## config.mk

```make
export PLATFORM = sky130hd
export DESIGN_NAME = register_range_allow_table
export DESIGN_NICKNAME = d
export VERILOG_FILES = /design/src/rrat_pkg.sv /design/src/rrat_front.sv /design/src/rrat_queue.sv /design/src/rrat_back.sv /design/src/register_range_allow_table.sv
export SDC_FILE = /design/constraint.sdc
export NUM_CORES = 2
export LEC_CHECK = 0
export ABC_CLOCK_PERIOD_IN_PS = 19750
export BUFFER_PORTS_ARGS = -buffer_cell sky130_fd_sc_hd__buf_4
export CORE_MARGIN = 2
export CORE_UTILIZATION = 45
export CTS_CLUSTER_SIZE = 40
export DETAILED_ROUTE_END_ITERATION = 8
export PLACE_DENSITY = 0.66
export SETUP_SLACK_MARGIN = 0.5
export SLEW_MARGIN = 20
export SYNTH_ARGS = -nofsm -noshare
export SYNTH_HDL_FRONTEND = slang
export SYNTH_HIERARCHICAL = 1
export SYNTH_MEMORY_MAX_BITS = 65536
export SYNTH_SLANG_ARGS = --single-unit
```

## constraint.sdc

```tcl
create_clock -name clk -period 19.75 [get_ports clk]
set_clock_uncertainty 0.15 [all_clocks]
set_input_delay 0.9875 -clock clk [delete_from_list [all_inputs] [get_ports clk]]
set_output_delay 0.9875 -clock clk [all_outputs]
set_load 0.01 [all_outputs]
```

## src/rrat_pkg.sv

```systemverilog
// Package for the register range allow table: item types, opcodes and sizes.
// Used by every module under src; depends on nothing.
`default_nettype none
package rrat_pkg;

  localparam int TABLE_ENTRIES = 64;
  localparam int IDX_W = (TABLE_ENTRIES > 1) ? $clog2(TABLE_ENTRIES) : 1;
  localparam int CNT_W = $clog2(TABLE_ENTRIES + 1);

  localparam int QUEUE_DEPTH = 2;
  localparam int QPTR_W = (QUEUE_DEPTH > 1) ? $clog2(QUEUE_DEPTH) : 1;
  localparam int QCNT_W = $clog2(QUEUE_DEPTH + 1);

  localparam logic [1:0] OP_INSERT = 2'd0;
  localparam logic [1:0] OP_CHECK  = 2'd1;
  localparam logic [1:0] OP_CLEAR  = 2'd2;

  typedef struct packed {
    logic [1:0]  opcode;
    logic [31:0] reg_id;
    logic [15:0] span;
  } in_item_t;

  typedef struct packed {
    logic hit;
    logic dropped;
  } out_item_t;

  typedef enum logic [1:0] {
    CMD_INSERT,
    CMD_CHECK,
    CMD_CLEAR,
    CMD_NOP
  } cmd_kind_t;

  // Classified item as it waits in the queue
  typedef struct packed {
    cmd_kind_t   kind;
    logic [31:0] reg_id;
    logic [32:0] top;
  } cmd_t;

  // One stored range, inclusive ends
  typedef struct packed {
    logic [31:0] base;
    logic [32:0] top;
  } entry_t;

  typedef struct packed {
    logic empty;
    logic full;
  } q_status_t;

  typedef enum logic [1:0] {
    BK_IDLE,
    BK_SCAN,
    BK_FINISH
  } back_state_t;

endpackage
`default_nettype wire

```

## src/rrat_front.sv

```systemverilog
// Front end: accepts input items, decodes the opcode and forms the range top.
// Depends on rrat_pkg.
`default_nettype none
module rrat_front
  import rrat_pkg::*;
(
  input  wire logic      rst_n,
  input  wire logic      in_valid,
  input  wire in_item_t  in_item,
  output logic           in_stall,
  input  wire q_status_t q_status,
  output logic           push,
  output cmd_t           push_cmd
);

  always_comb begin
    push_cmd.reg_id = in_item.reg_id;
    // Form the top 33 bits wide so base plus span never wraps
    push_cmd.top    = {1'b0, in_item.reg_id} + {17'd0, in_item.span};
    unique case (in_item.opcode)
      OP_INSERT: push_cmd.kind = CMD_INSERT;
      OP_CHECK:  push_cmd.kind = CMD_CHECK;
      OP_CLEAR:  push_cmd.kind = CMD_CLEAR;
      default:   push_cmd.kind = CMD_NOP;
    endcase
  end

  // Hold the input while the queue is full or the block is in reset
  assign in_stall = q_status.full || !rst_n;
  assign push     = in_valid && !in_stall;

endmodule
`default_nettype wire

```

## src/rrat_queue.sv

```systemverilog
// Short queue of classified items between the front and the back end.
// Depends on rrat_pkg.
`default_nettype none
module rrat_queue
  import rrat_pkg::*;
(
  input  wire logic  clk,
  input  wire logic  rst_n,
  input  wire logic  push,
  input  wire cmd_t  push_cmd,
  input  wire logic  pop,
  output cmd_t       head,
  output q_status_t  q_status
);

  cmd_t              q_mem_r [QUEUE_DEPTH];
  logic [QPTR_W-1:0] wr_ptr_r, wr_ptr_nxt;
  logic [QPTR_W-1:0] rd_ptr_r, rd_ptr_nxt;
  logic [QCNT_W-1:0] cnt_r, cnt_nxt;

  always_comb begin
    wr_ptr_nxt = wr_ptr_r;
    rd_ptr_nxt = rd_ptr_r;
    cnt_nxt    = cnt_r;
    if (push) begin
      wr_ptr_nxt = (wr_ptr_r == QPTR_W'(QUEUE_DEPTH - 1)) ? '0 : wr_ptr_r + 1'b1;
    end
    if (pop) begin
      rd_ptr_nxt = (rd_ptr_r == QPTR_W'(QUEUE_DEPTH - 1)) ? '0 : rd_ptr_r + 1'b1;
    end
    if (push && !pop) begin
      cnt_nxt = cnt_r + 1'b1;
    end else if (pop && !push) begin
      cnt_nxt = cnt_r - 1'b1;
    end
  end

  always_ff @(posedge clk) begin
    if (!rst_n) begin
      wr_ptr_r <= '0;
      rd_ptr_r <= '0;
      cnt_r    <= '0;
    end else begin
      wr_ptr_r <= wr_ptr_nxt;
      rd_ptr_r <= rd_ptr_nxt;
      cnt_r    <= cnt_nxt;
    end
  end

  always_ff @(posedge clk) begin
    if (push) begin
      q_mem_r[wr_ptr_r] <= push_cmd;
    end
  end

  assign head           = q_mem_r[rd_ptr_r];
  assign q_status.empty = (cnt_r == '0);
  assign q_status.full  = (cnt_r == QCNT_W'(QUEUE_DEPTH));

endmodule
`default_nettype wire

```

## src/rrat_back.sv

```systemverilog
// Back end: holds the range memory, scans it one entry a cycle for checks
// and inserts, and drives the output register. Depends on rrat_pkg.
`default_nettype none
module rrat_back
  import rrat_pkg::*;
(
  input  wire logic      clk,
  input  wire logic      rst_n,
  input  wire logic      check_enable,
  input  wire q_status_t q_status,
  input  wire cmd_t      head,
  output logic           pop,
  output logic           out_valid,
  output out_item_t      out_item,
  input  wire logic      out_stall
);

  entry_t            range_mem_r [TABLE_ENTRIES];
  entry_t            rd_data_r;
  entry_t            wr_data;
  logic              rd_en, we;
  logic [IDX_W-1:0]  wr_addr;

  back_state_t       state_r, state_nxt;
  cmd_t              cur_r, cur_nxt;
  logic [IDX_W-1:0]  scan_idx_r, scan_idx_nxt;
  logic              rd_vld_r, rd_vld_nxt;
  logic              found_r, found_nxt;
  logic [CNT_W-1:0]  count_r, count_nxt;
  logic              out_valid_r, out_valid_nxt;
  out_item_t         out_item_r, out_item_nxt;

  logic              out_free;
  logic              start_scan;
  logic [IDX_W-1:0]  last_idx;
  logic [CNT_W-1:0]  count_m1;
  logic [32:0]       key_hi;
  logic              entry_match;
  logic              found_now;

  assign out_free = !out_valid_r || !out_stall;
  assign count_m1 = count_r - 1'b1;
  assign last_idx = count_m1[IDX_W-1:0];

  // Check: id inside the entry. Insert: new range wholly inside the entry.
  assign key_hi      = (cur_r.kind == CMD_CHECK) ? {1'b0, cur_r.reg_id} : cur_r.top;
  assign entry_match = (cur_r.reg_id >= rd_data_r.base) && (key_hi <= rd_data_r.top);
  assign found_now   = found_r || (rd_vld_r && entry_match);

  always_comb begin
    unique case (head.kind)
      CMD_INSERT: start_scan = (count_r != '0);
      CMD_CHECK:  start_scan = check_enable && (count_r != '0);
      default:    start_scan = 1'b0;
    endcase
  end

  // Next state
  always_comb begin
    state_nxt = state_r;
    unique case (state_r)
      BK_IDLE: begin
        if (!q_status.empty && out_free && start_scan) begin
          state_nxt = BK_SCAN;
        end
      end
      BK_SCAN: begin
        if (scan_idx_r == last_idx) begin
          state_nxt = BK_FINISH;
        end
      end
      BK_FINISH: state_nxt = BK_IDLE;
      default:   state_nxt = BK_IDLE;
    endcase
  end

  // Outputs and datapath
  always_comb begin
    pop           = 1'b0;
    rd_en         = 1'b0;
    we            = 1'b0;
    wr_addr       = count_r[IDX_W-1:0];
    wr_data.base  = cur_r.reg_id;
    wr_data.top   = cur_r.top;
    cur_nxt       = cur_r;
    scan_idx_nxt  = scan_idx_r;
    rd_vld_nxt    = 1'b0;
    found_nxt     = found_r;
    count_nxt     = count_r;
    out_valid_nxt = out_valid_r && out_stall;
    out_item_nxt  = out_item_r;
    unique case (state_r)
      BK_IDLE: begin
        if (!q_status.empty && out_free) begin
          pop          = 1'b1;
          cur_nxt      = head;
          scan_idx_nxt = '0;
          found_nxt    = 1'b0;
          if (!start_scan) begin
            out_valid_nxt = 1'b1;
            out_item_nxt  = '0;
            if (head.kind == CMD_INSERT) begin
              // Empty table: store straight into the first entry
              we           = 1'b1;
              wr_addr      = '0;
              wr_data.base = head.reg_id;
              wr_data.top  = head.top;
              count_nxt    = CNT_W'(1);
            end else if (head.kind == CMD_CLEAR) begin
              count_nxt = '0;
            end
          end
        end
      end
      BK_SCAN: begin
        rd_en        = 1'b1;
        rd_vld_nxt   = 1'b1;
        scan_idx_nxt = scan_idx_r + 1'b1;
        found_nxt    = found_now;
      end
      BK_FINISH: begin
        found_nxt     = found_now;
        out_valid_nxt = 1'b1;
        out_item_nxt  = '0;
        if (cur_r.kind == CMD_CHECK) begin
          out_item_nxt.hit = found_now;
        end else if (!found_now) begin
          if (count_r < CNT_W'(TABLE_ENTRIES)) begin
            we        = 1'b1;
            count_nxt = count_r + 1'b1;
          end else begin
            out_item_nxt.dropped = 1'b1;
          end
        end
      end
      default: ;
    endcase
  end

  always_ff @(posedge clk) begin
    if (!rst_n) begin
      state_r     <= BK_IDLE;
      rd_vld_r    <= 1'b0;
      count_r     <= '0;
      out_valid_r <= 1'b0;
    end else begin
      state_r     <= state_nxt;
      rd_vld_r    <= rd_vld_nxt;
      count_r     <= count_nxt;
      out_valid_r <= out_valid_nxt;
    end
  end

  always_ff @(posedge clk) begin
    cur_r      <= cur_nxt;
    scan_idx_r <= scan_idx_nxt;
    found_r    <= found_nxt;
    out_item_r <= out_item_nxt;
  end

  always_ff @(posedge clk) begin
    if (we) begin
      range_mem_r[wr_addr] <= wr_data;
    end
    if (rd_en) begin
      rd_data_r <= range_mem_r[scan_idx_r];
    end
  end

  assign out_valid = out_valid_r;
  assign out_item  = out_item_r;

endmodule
`default_nettype wire

```

## src/register_range_allow_table.sv

```systemverilog
// Top level of the register range allow table.
// Depends on rrat_pkg, rrat_front, rrat_queue and rrat_back.
//
// Access filter for register numbers. Insert items store inclusive ranges
// [reg_id, reg_id + span] (the top is formed 33 bits wide, so it never wraps),
// check items ask whether reg_id lies in any stored range, and clear items
// empty the table; every item gives exactly one result item. A check misses
// while check_enable is 0 or the table is empty. An insert that lies wholly
// inside one stored range is not stored; otherwise it is appended, or reported
// as dropped when all TABLE_ENTRIES entries are in use. Opcode 3 is ignored
// and returns zeros. The front end decodes items into a two-entry queue, so
// input keeps flowing while the back end works. The back end keeps the ranges
// in a memory with one read port and scans it one entry per cycle: a check
// with checking enabled and an insert into a non-empty table read every
// stored entry; clear, opcode 3, a disabled or empty-table check and the
// first insert skip the scan. Results sit in an output register;
// the back end takes a new item while that register is being drained.
// Write check_enable only while the block is idle; clear keeps its value.
`default_nettype none
module register_range_allow_table
  import rrat_pkg::*;
(
  input  wire logic     clk,
  input  wire logic     rst_n,
  // configuration
  input  wire logic     cfg_we,
  input  wire logic     cfg_wdata,
  // input items
  input  wire logic     in_valid,
  input  wire in_item_t in_item,
  output logic          in_stall,
  // result items
  output logic          out_valid,
  output out_item_t     out_item,
  input  wire logic     out_stall
);

  logic      check_enable_r, check_enable_nxt;
  q_status_t q_status;
  logic      push, pop;
  cmd_t      push_cmd, head;

  // Hold the enable unless written
  assign check_enable_nxt = cfg_we ? cfg_wdata : check_enable_r;

  always_ff @(posedge clk) begin
    if (!rst_n) begin
      check_enable_r <= 1'b0;
    end else begin
      check_enable_r <= check_enable_nxt;
    end
  end

  // Decode and forward items into the queue
  rrat_front u_front (
    .rst_n    (rst_n),
    .in_valid (in_valid),
    .in_item  (in_item),
    .in_stall (in_stall),
    .q_status (q_status),
    .push     (push),
    .push_cmd (push_cmd)
  );

  rrat_queue u_queue (
    .clk      (clk),
    .rst_n    (rst_n),
    .push     (push),
    .push_cmd (push_cmd),
    .pop      (pop),
    .head     (head),
    .q_status (q_status)
  );

  // Scan the range memory and drive results
  rrat_back u_back (
    .clk          (clk),
    .rst_n        (rst_n),
    .check_enable (check_enable_r),
    .q_status     (q_status),
    .head         (head),
    .pop          (pop),
    .out_valid    (out_valid),
    .out_item     (out_item),
    .out_stall    (out_stall)
  );

endmodule
`default_nettype wire
```

==> qor.log <==
INFO  synth          async_flop_share=0%
INFO  synth          synth-seq-cells=4452
INFO  synth          syn-num-nets=7332
INFO  drt            routed-via-count=80900
INFO  cts            cts.htree.levels=5
INFO  timing         grt_setup_unrepaired=false
INFO  critical_path  worst_setup_path_startpoint=u_back/cur_r[66]
INFO  grt            maximum_number_of_pins_on_one_net_before_global_route_repair=159
INFO  timing         finalSetupTns=0ns
INFO  die            width_of_the_die=623µm
INFO  critical_path  worst_ep_arrival_time=7.88ns
INFO  critical_path  ff2ff_path_depth=14
INFO  die            rows=227
INFO  grt            via_count_of_the_first_global_routing_pass=81200
INFO  power_and_ir_drop powerDensity=150nW/µm²
INFO  synth          synthMostInstantiatedCell=sky130_fd_sc_hd__edfxtp_1
INFO  cts            postCtsResizedCells=0
INFO  synth          post_synth_mux_area_share=18.5%
INFO  flow_run       timing.max_cap.violations=0
INFO  finish         flow.area_growth_from_synthesis=12.4%
INFO  timing         hold_violations=0
INFO  placement      place.detailed.hpwl=251000µm
INFO  critical_path  timing.critical_path.from_type=flip-flop
INFO  finish         layout.area.seq=134000µm²
INFO  critical_path  reg2reg_from=u_back/cur_r[66]
INFO  drt            viasPerCell=6.26
INFO  power_and_ir_drop ir_drop=0.122mV
INFO  placement      portBuffers=59
INFO  timing         finalWorstPathRequiredPeriod=7.47ns
INFO  grt            grt_antenna_before_repair=24
INFO  synth          synth-edff-count=4435
INFO  critical_path  crit_chain=nand2b_2, mux2_2, ha_1, nand4_1, nor4_1, buf_4, nand2_1, o2bb2ai_1, o211a_1, o211ai_1, buf_4, a211oi_4, buf_4, buf_4
INFO  grt            grt_overflow=0
INFO  die            design.core.area=382000µm²
INFO  power_and_ir_drop cellLeakagePower=59.9nW
INFO  synth          syn_avg_cell_area=24.0µm²
INFO  grt            globalRouteTotalUtil=23.0%
INFO  timing         max-slew-margin-rel=18.6%
INFO  finish         finish.utilization=50.8%
INFO  critical_path  critPathSlowestCell=sky130_fd_sc_hd__buf_4
INFO  die            die-area=388000µm²
INFO  timing         setup_viol=0
INFO  critical_path  setup_slack_on_the_worst_flop_to_flop_path=12.28ns
INFO  synth          synthTopCellsByCount=sky130_fd_sc_hd__edfxtp_1, sky130_fd_sc_hd__mux4_2, sky130_fd_sc_hd__nand2_1, sky130_fd_sc_hd__clkbuf_1, sky130_fd_sc_hd__a21oi_1
INFO  drt            wl=451000µm
INFO  finish         fillCellCount=29300
INFO  timing         timing_worst_slew_pin_value=1.22ns
INFO  synth          synth_simple_gate_area_share=1.17%
INFO  timing         fmax=134MHz
INFO  finish         design.final.nets=7670
INFO  synth          synth_top_family_by_area=multiplexers
INFO  cts            cts_tree=yes
INFO  synth          synthAdderAreaFrac=0.658%
INFO  synth          synth_flop_cell=sky130_fd_sc_hd__edfxtp_1
INFO  timing         final-max-slew-violation-count=0
INFO  cts            cts_buffer_depth=4
INFO  worst_hold_path worstHoldPathType=primary input to flip-flop
INFO  synth          yosys.area.top_type=sky130_fd_sc_hd__edfxtp_1
INFO  critical_path  critical-path-max-stage-delay=0.81ns
INFO  drt            drt.antenna.violating_nets=0
INFO  cts            clock_sink_count=4452
INFO  cts            clk-insertion-delay-late=0.98ns
INFO  cts            cts_buffer_count=429
INFO  synth          synth.top_cell.area_share=77.3%
INFO  drt            drt_first_iter_violations=11400
INFO  synth          ys_top_cells_by_area=sky130_fd_sc_hd__edfxtp_1, sky130_fd_sc_hd__mux4_2, sky130_fd_sc_hd__ha_1, sky130_fd_sc_hd__nand2_1, sky130_fd_sc_hd__clkbuf_1
INFO  synth          synthesis.area=172000µm²
INFO  synth          synthXorXnorAreaFrac=0.213%
INFO  timing         final_min_period_over_clock_period=37.8%
INFO  critical_path  most_numerous_cell_on_the_critical_path=sky130_fd_sc_hd__buf_4
INFO  synth          synth.yosys.seq_area_share=77.5%
INFO  synth          synthesized_area_fraction_occupied_by_ao_oa_aoi_and_oai_cells=0.730%
INFO  die            initial_core_util=45.2%
INFO  synth          netlist-cell-type-count=68
INFO  placement      final_wtd_congestion=0.887
INFO  drt            route.detailed.wl_per_inst=34.9µm
INFO  synth          ys_warn_count=6
INFO  critical_path  cp_max_fo=48
INFO  outcome        run_status=completed
INFO  cts            clk_root_buffer_cell=sky130_fd_sc_hd__clkbuf_16
INFO  drt            detail_route.drc_violations=0
INFO  critical_path  regToRegEndpoint=u_back/range_mem_r[27][16]
INFO  cts            cts-hold-fix-buffers=3
INFO  die            die-height=623µm
INFO  drt            drt_pass_1_iters=6
INFO  critical_path  timing.critical_path.required=20.16ns
INFO  grt            global_route_wire_length_before_repair=633000µm
INFO  timing         hold-worst-slack=0.0741ns
INFO  synth          netlist_instances=7186
INFO  critical_path  setup.worst_path.class=flip-flop to flip-flop
INFO  critical_path  critPathCaptureType=flip-flop
INFO  finish         post_route_cells_drive_above_1_share=31.3%
INFO  finish         footprint_of_the_multi_input_gates=37500µm²
INFO  die            ios=60
INFO  cts            cts.clk_slew.worst_paths=0.06ns
INFO  cts            post-cts-setup-buffer-count=0
INFO  critical_path  worstSetupEndpoint=u_back/range_mem_r[27][16]
## kinds of logic (layout without fill, tap and decap cells)
kind of cell,Yosys count,count (layout)
buffers and inverters,487,1179
and+or+nand+nor,452,452
other,0,8
DFF,4452,4452
muxes,1464,1464
xor gates and xnor gates,42,42
AOI/OAI and AO/OA,199,199
adders and majority gates,90,90
## layout by cell type (no fill, tap or decap), types with 45 or more instances in the layout
| cell type | synthesis | final |
|---|---|---|
| sky130_fd_sc_hd__a21oi_4 | 0 | 45 |
| sky130_fd_sc_hd__clkbuf_16 | 0 | 437 |
| sky130_fd_sc_hd__clkinv_2 | 0 | 85 |
| sky130_fd_sc_hd__buf_4 | 45 | 290 |
| sky130_fd_sc_hd__mux4_2 | 1365 | 1365 |
| sky130_fd_sc_hd__nand2_1 | 279 | 260 |
| sky130_fd_sc_hd__inv_1 | 84 | 83 |
| sky130_fd_sc_hd__a21oi_1 | 92 | 47 |
| sky130_fd_sc_hd__edfxtp_1 | 4435 | 4435 |
| sky130_fd_sc_hd__clkinv_1 | 1 | 115 |
| sky130_fd_sc_hd__ha_1 | 89 | 88 |
| sky130_fd_sc_hd__mux2_2 | 68 | 68 |
| sky130_fd_sc_hd__clkbuf_1 | 217 | 73 |
## stage by stage
| step | cell area, µm² | total power (W) | std cells | setup WS [ns] |
|---|---|---|---|---|
| floorplan | 172000 | 0.0180 | 7186 | 9.57 |
| global placement | 180000 | 0.0212 | 12100 | 12.35 |
| detailed placement | 180000 | 0.0213 | 12100 | 12.36 |
| CTS | 194000 | 0.0292 | 12900 | 12.36 |
| global route | 194000 | 0.0300 | 12900 | 12.28 |
| finish | 194000 | 0.0291 | 12900 | 12.28 |
## sequential cells by signal (all words and copies together), names as in the netlist, named ones only
| register | cells |
|---|---|
| u_queue/q_mem_r | 134 |
| u_queue/cnt_r | 2 |
| u_back/state_r | 2 |
| u_back/range_mem_r | 4160 |
| u_back/out_valid | 1 |
| u_back/out_item | 2 |
| u_queue/wr_ptr_r | 1 |
| u_queue/rd_ptr_r | 1 |
| u_back/scan_idx_r | 6 |
| u_back/cur_r | 67 |
| u_back/rd_data_r | 65 |
| u_back/count_r | 7 |
| u_back/rd_vld_r | 1 |
| u_back/found_r | 1 |
| check_enable_r | 1 |
## layer usage
layer / vias to the layer above / wire length (µm) / GRT usage, %
met5: - / 30 / 0
met4: 4 / 19200 / 8.66
met3: 769 / 39000 / 3.55
met2: 4372 / 218000 / 37.0
met1: 44300 / 174000 / 32.1
li1: 31500 / - / -
## power breakdown
part           switching (W)  internal [W]
Sequential          0.000174        0.0121
Clock                0.00347       0.00451
Combinational        0.00533       0.00343
Total                0.00897        0.0201
## how the worst min path moves through the flow
stage | from | end | depth (start not counted)
after global placement | u_queue/cnt_r[1] | u_queue/cnt_r[1] | 2
final | in_item[31] | u_queue/q_mem_r[0][48] | 1
after global routing | in_item[31] | u_queue/q_mem_r[0][48] | 1
after floorplan | u_queue/cnt_r[1] | u_queue/cnt_r[1] | 2
after CTS | in_item[31] | u_queue/q_mem_r[0][48] | 1
after detailed placement | u_queue/cnt_r[1] | u_queue/cnt_r[1] | 2
## worst max-delay path: cells and delay by family (launching register included)
family	cells	cell delay, ns
DFF	1	0.35
AOI/OAI and AO/OA	4	2.05
and+or+nand+nor	4	1.66
muxes	1	0.53
buffers and inverters	4	1.85
adders and majority gates	1	0.29
## final cells by class
cell class	count	share of cell area [%]
flip-flops and latches	4452	68.9
inverters	85	0.165
multi-input cells	2247	19.4
well taps	5038	3.25
diodes	8	0.0103
repair buffers	309	1.30
clock inverters	275	1.22
clock buffers	510	5.78
(Power assumes the default switching activity.)
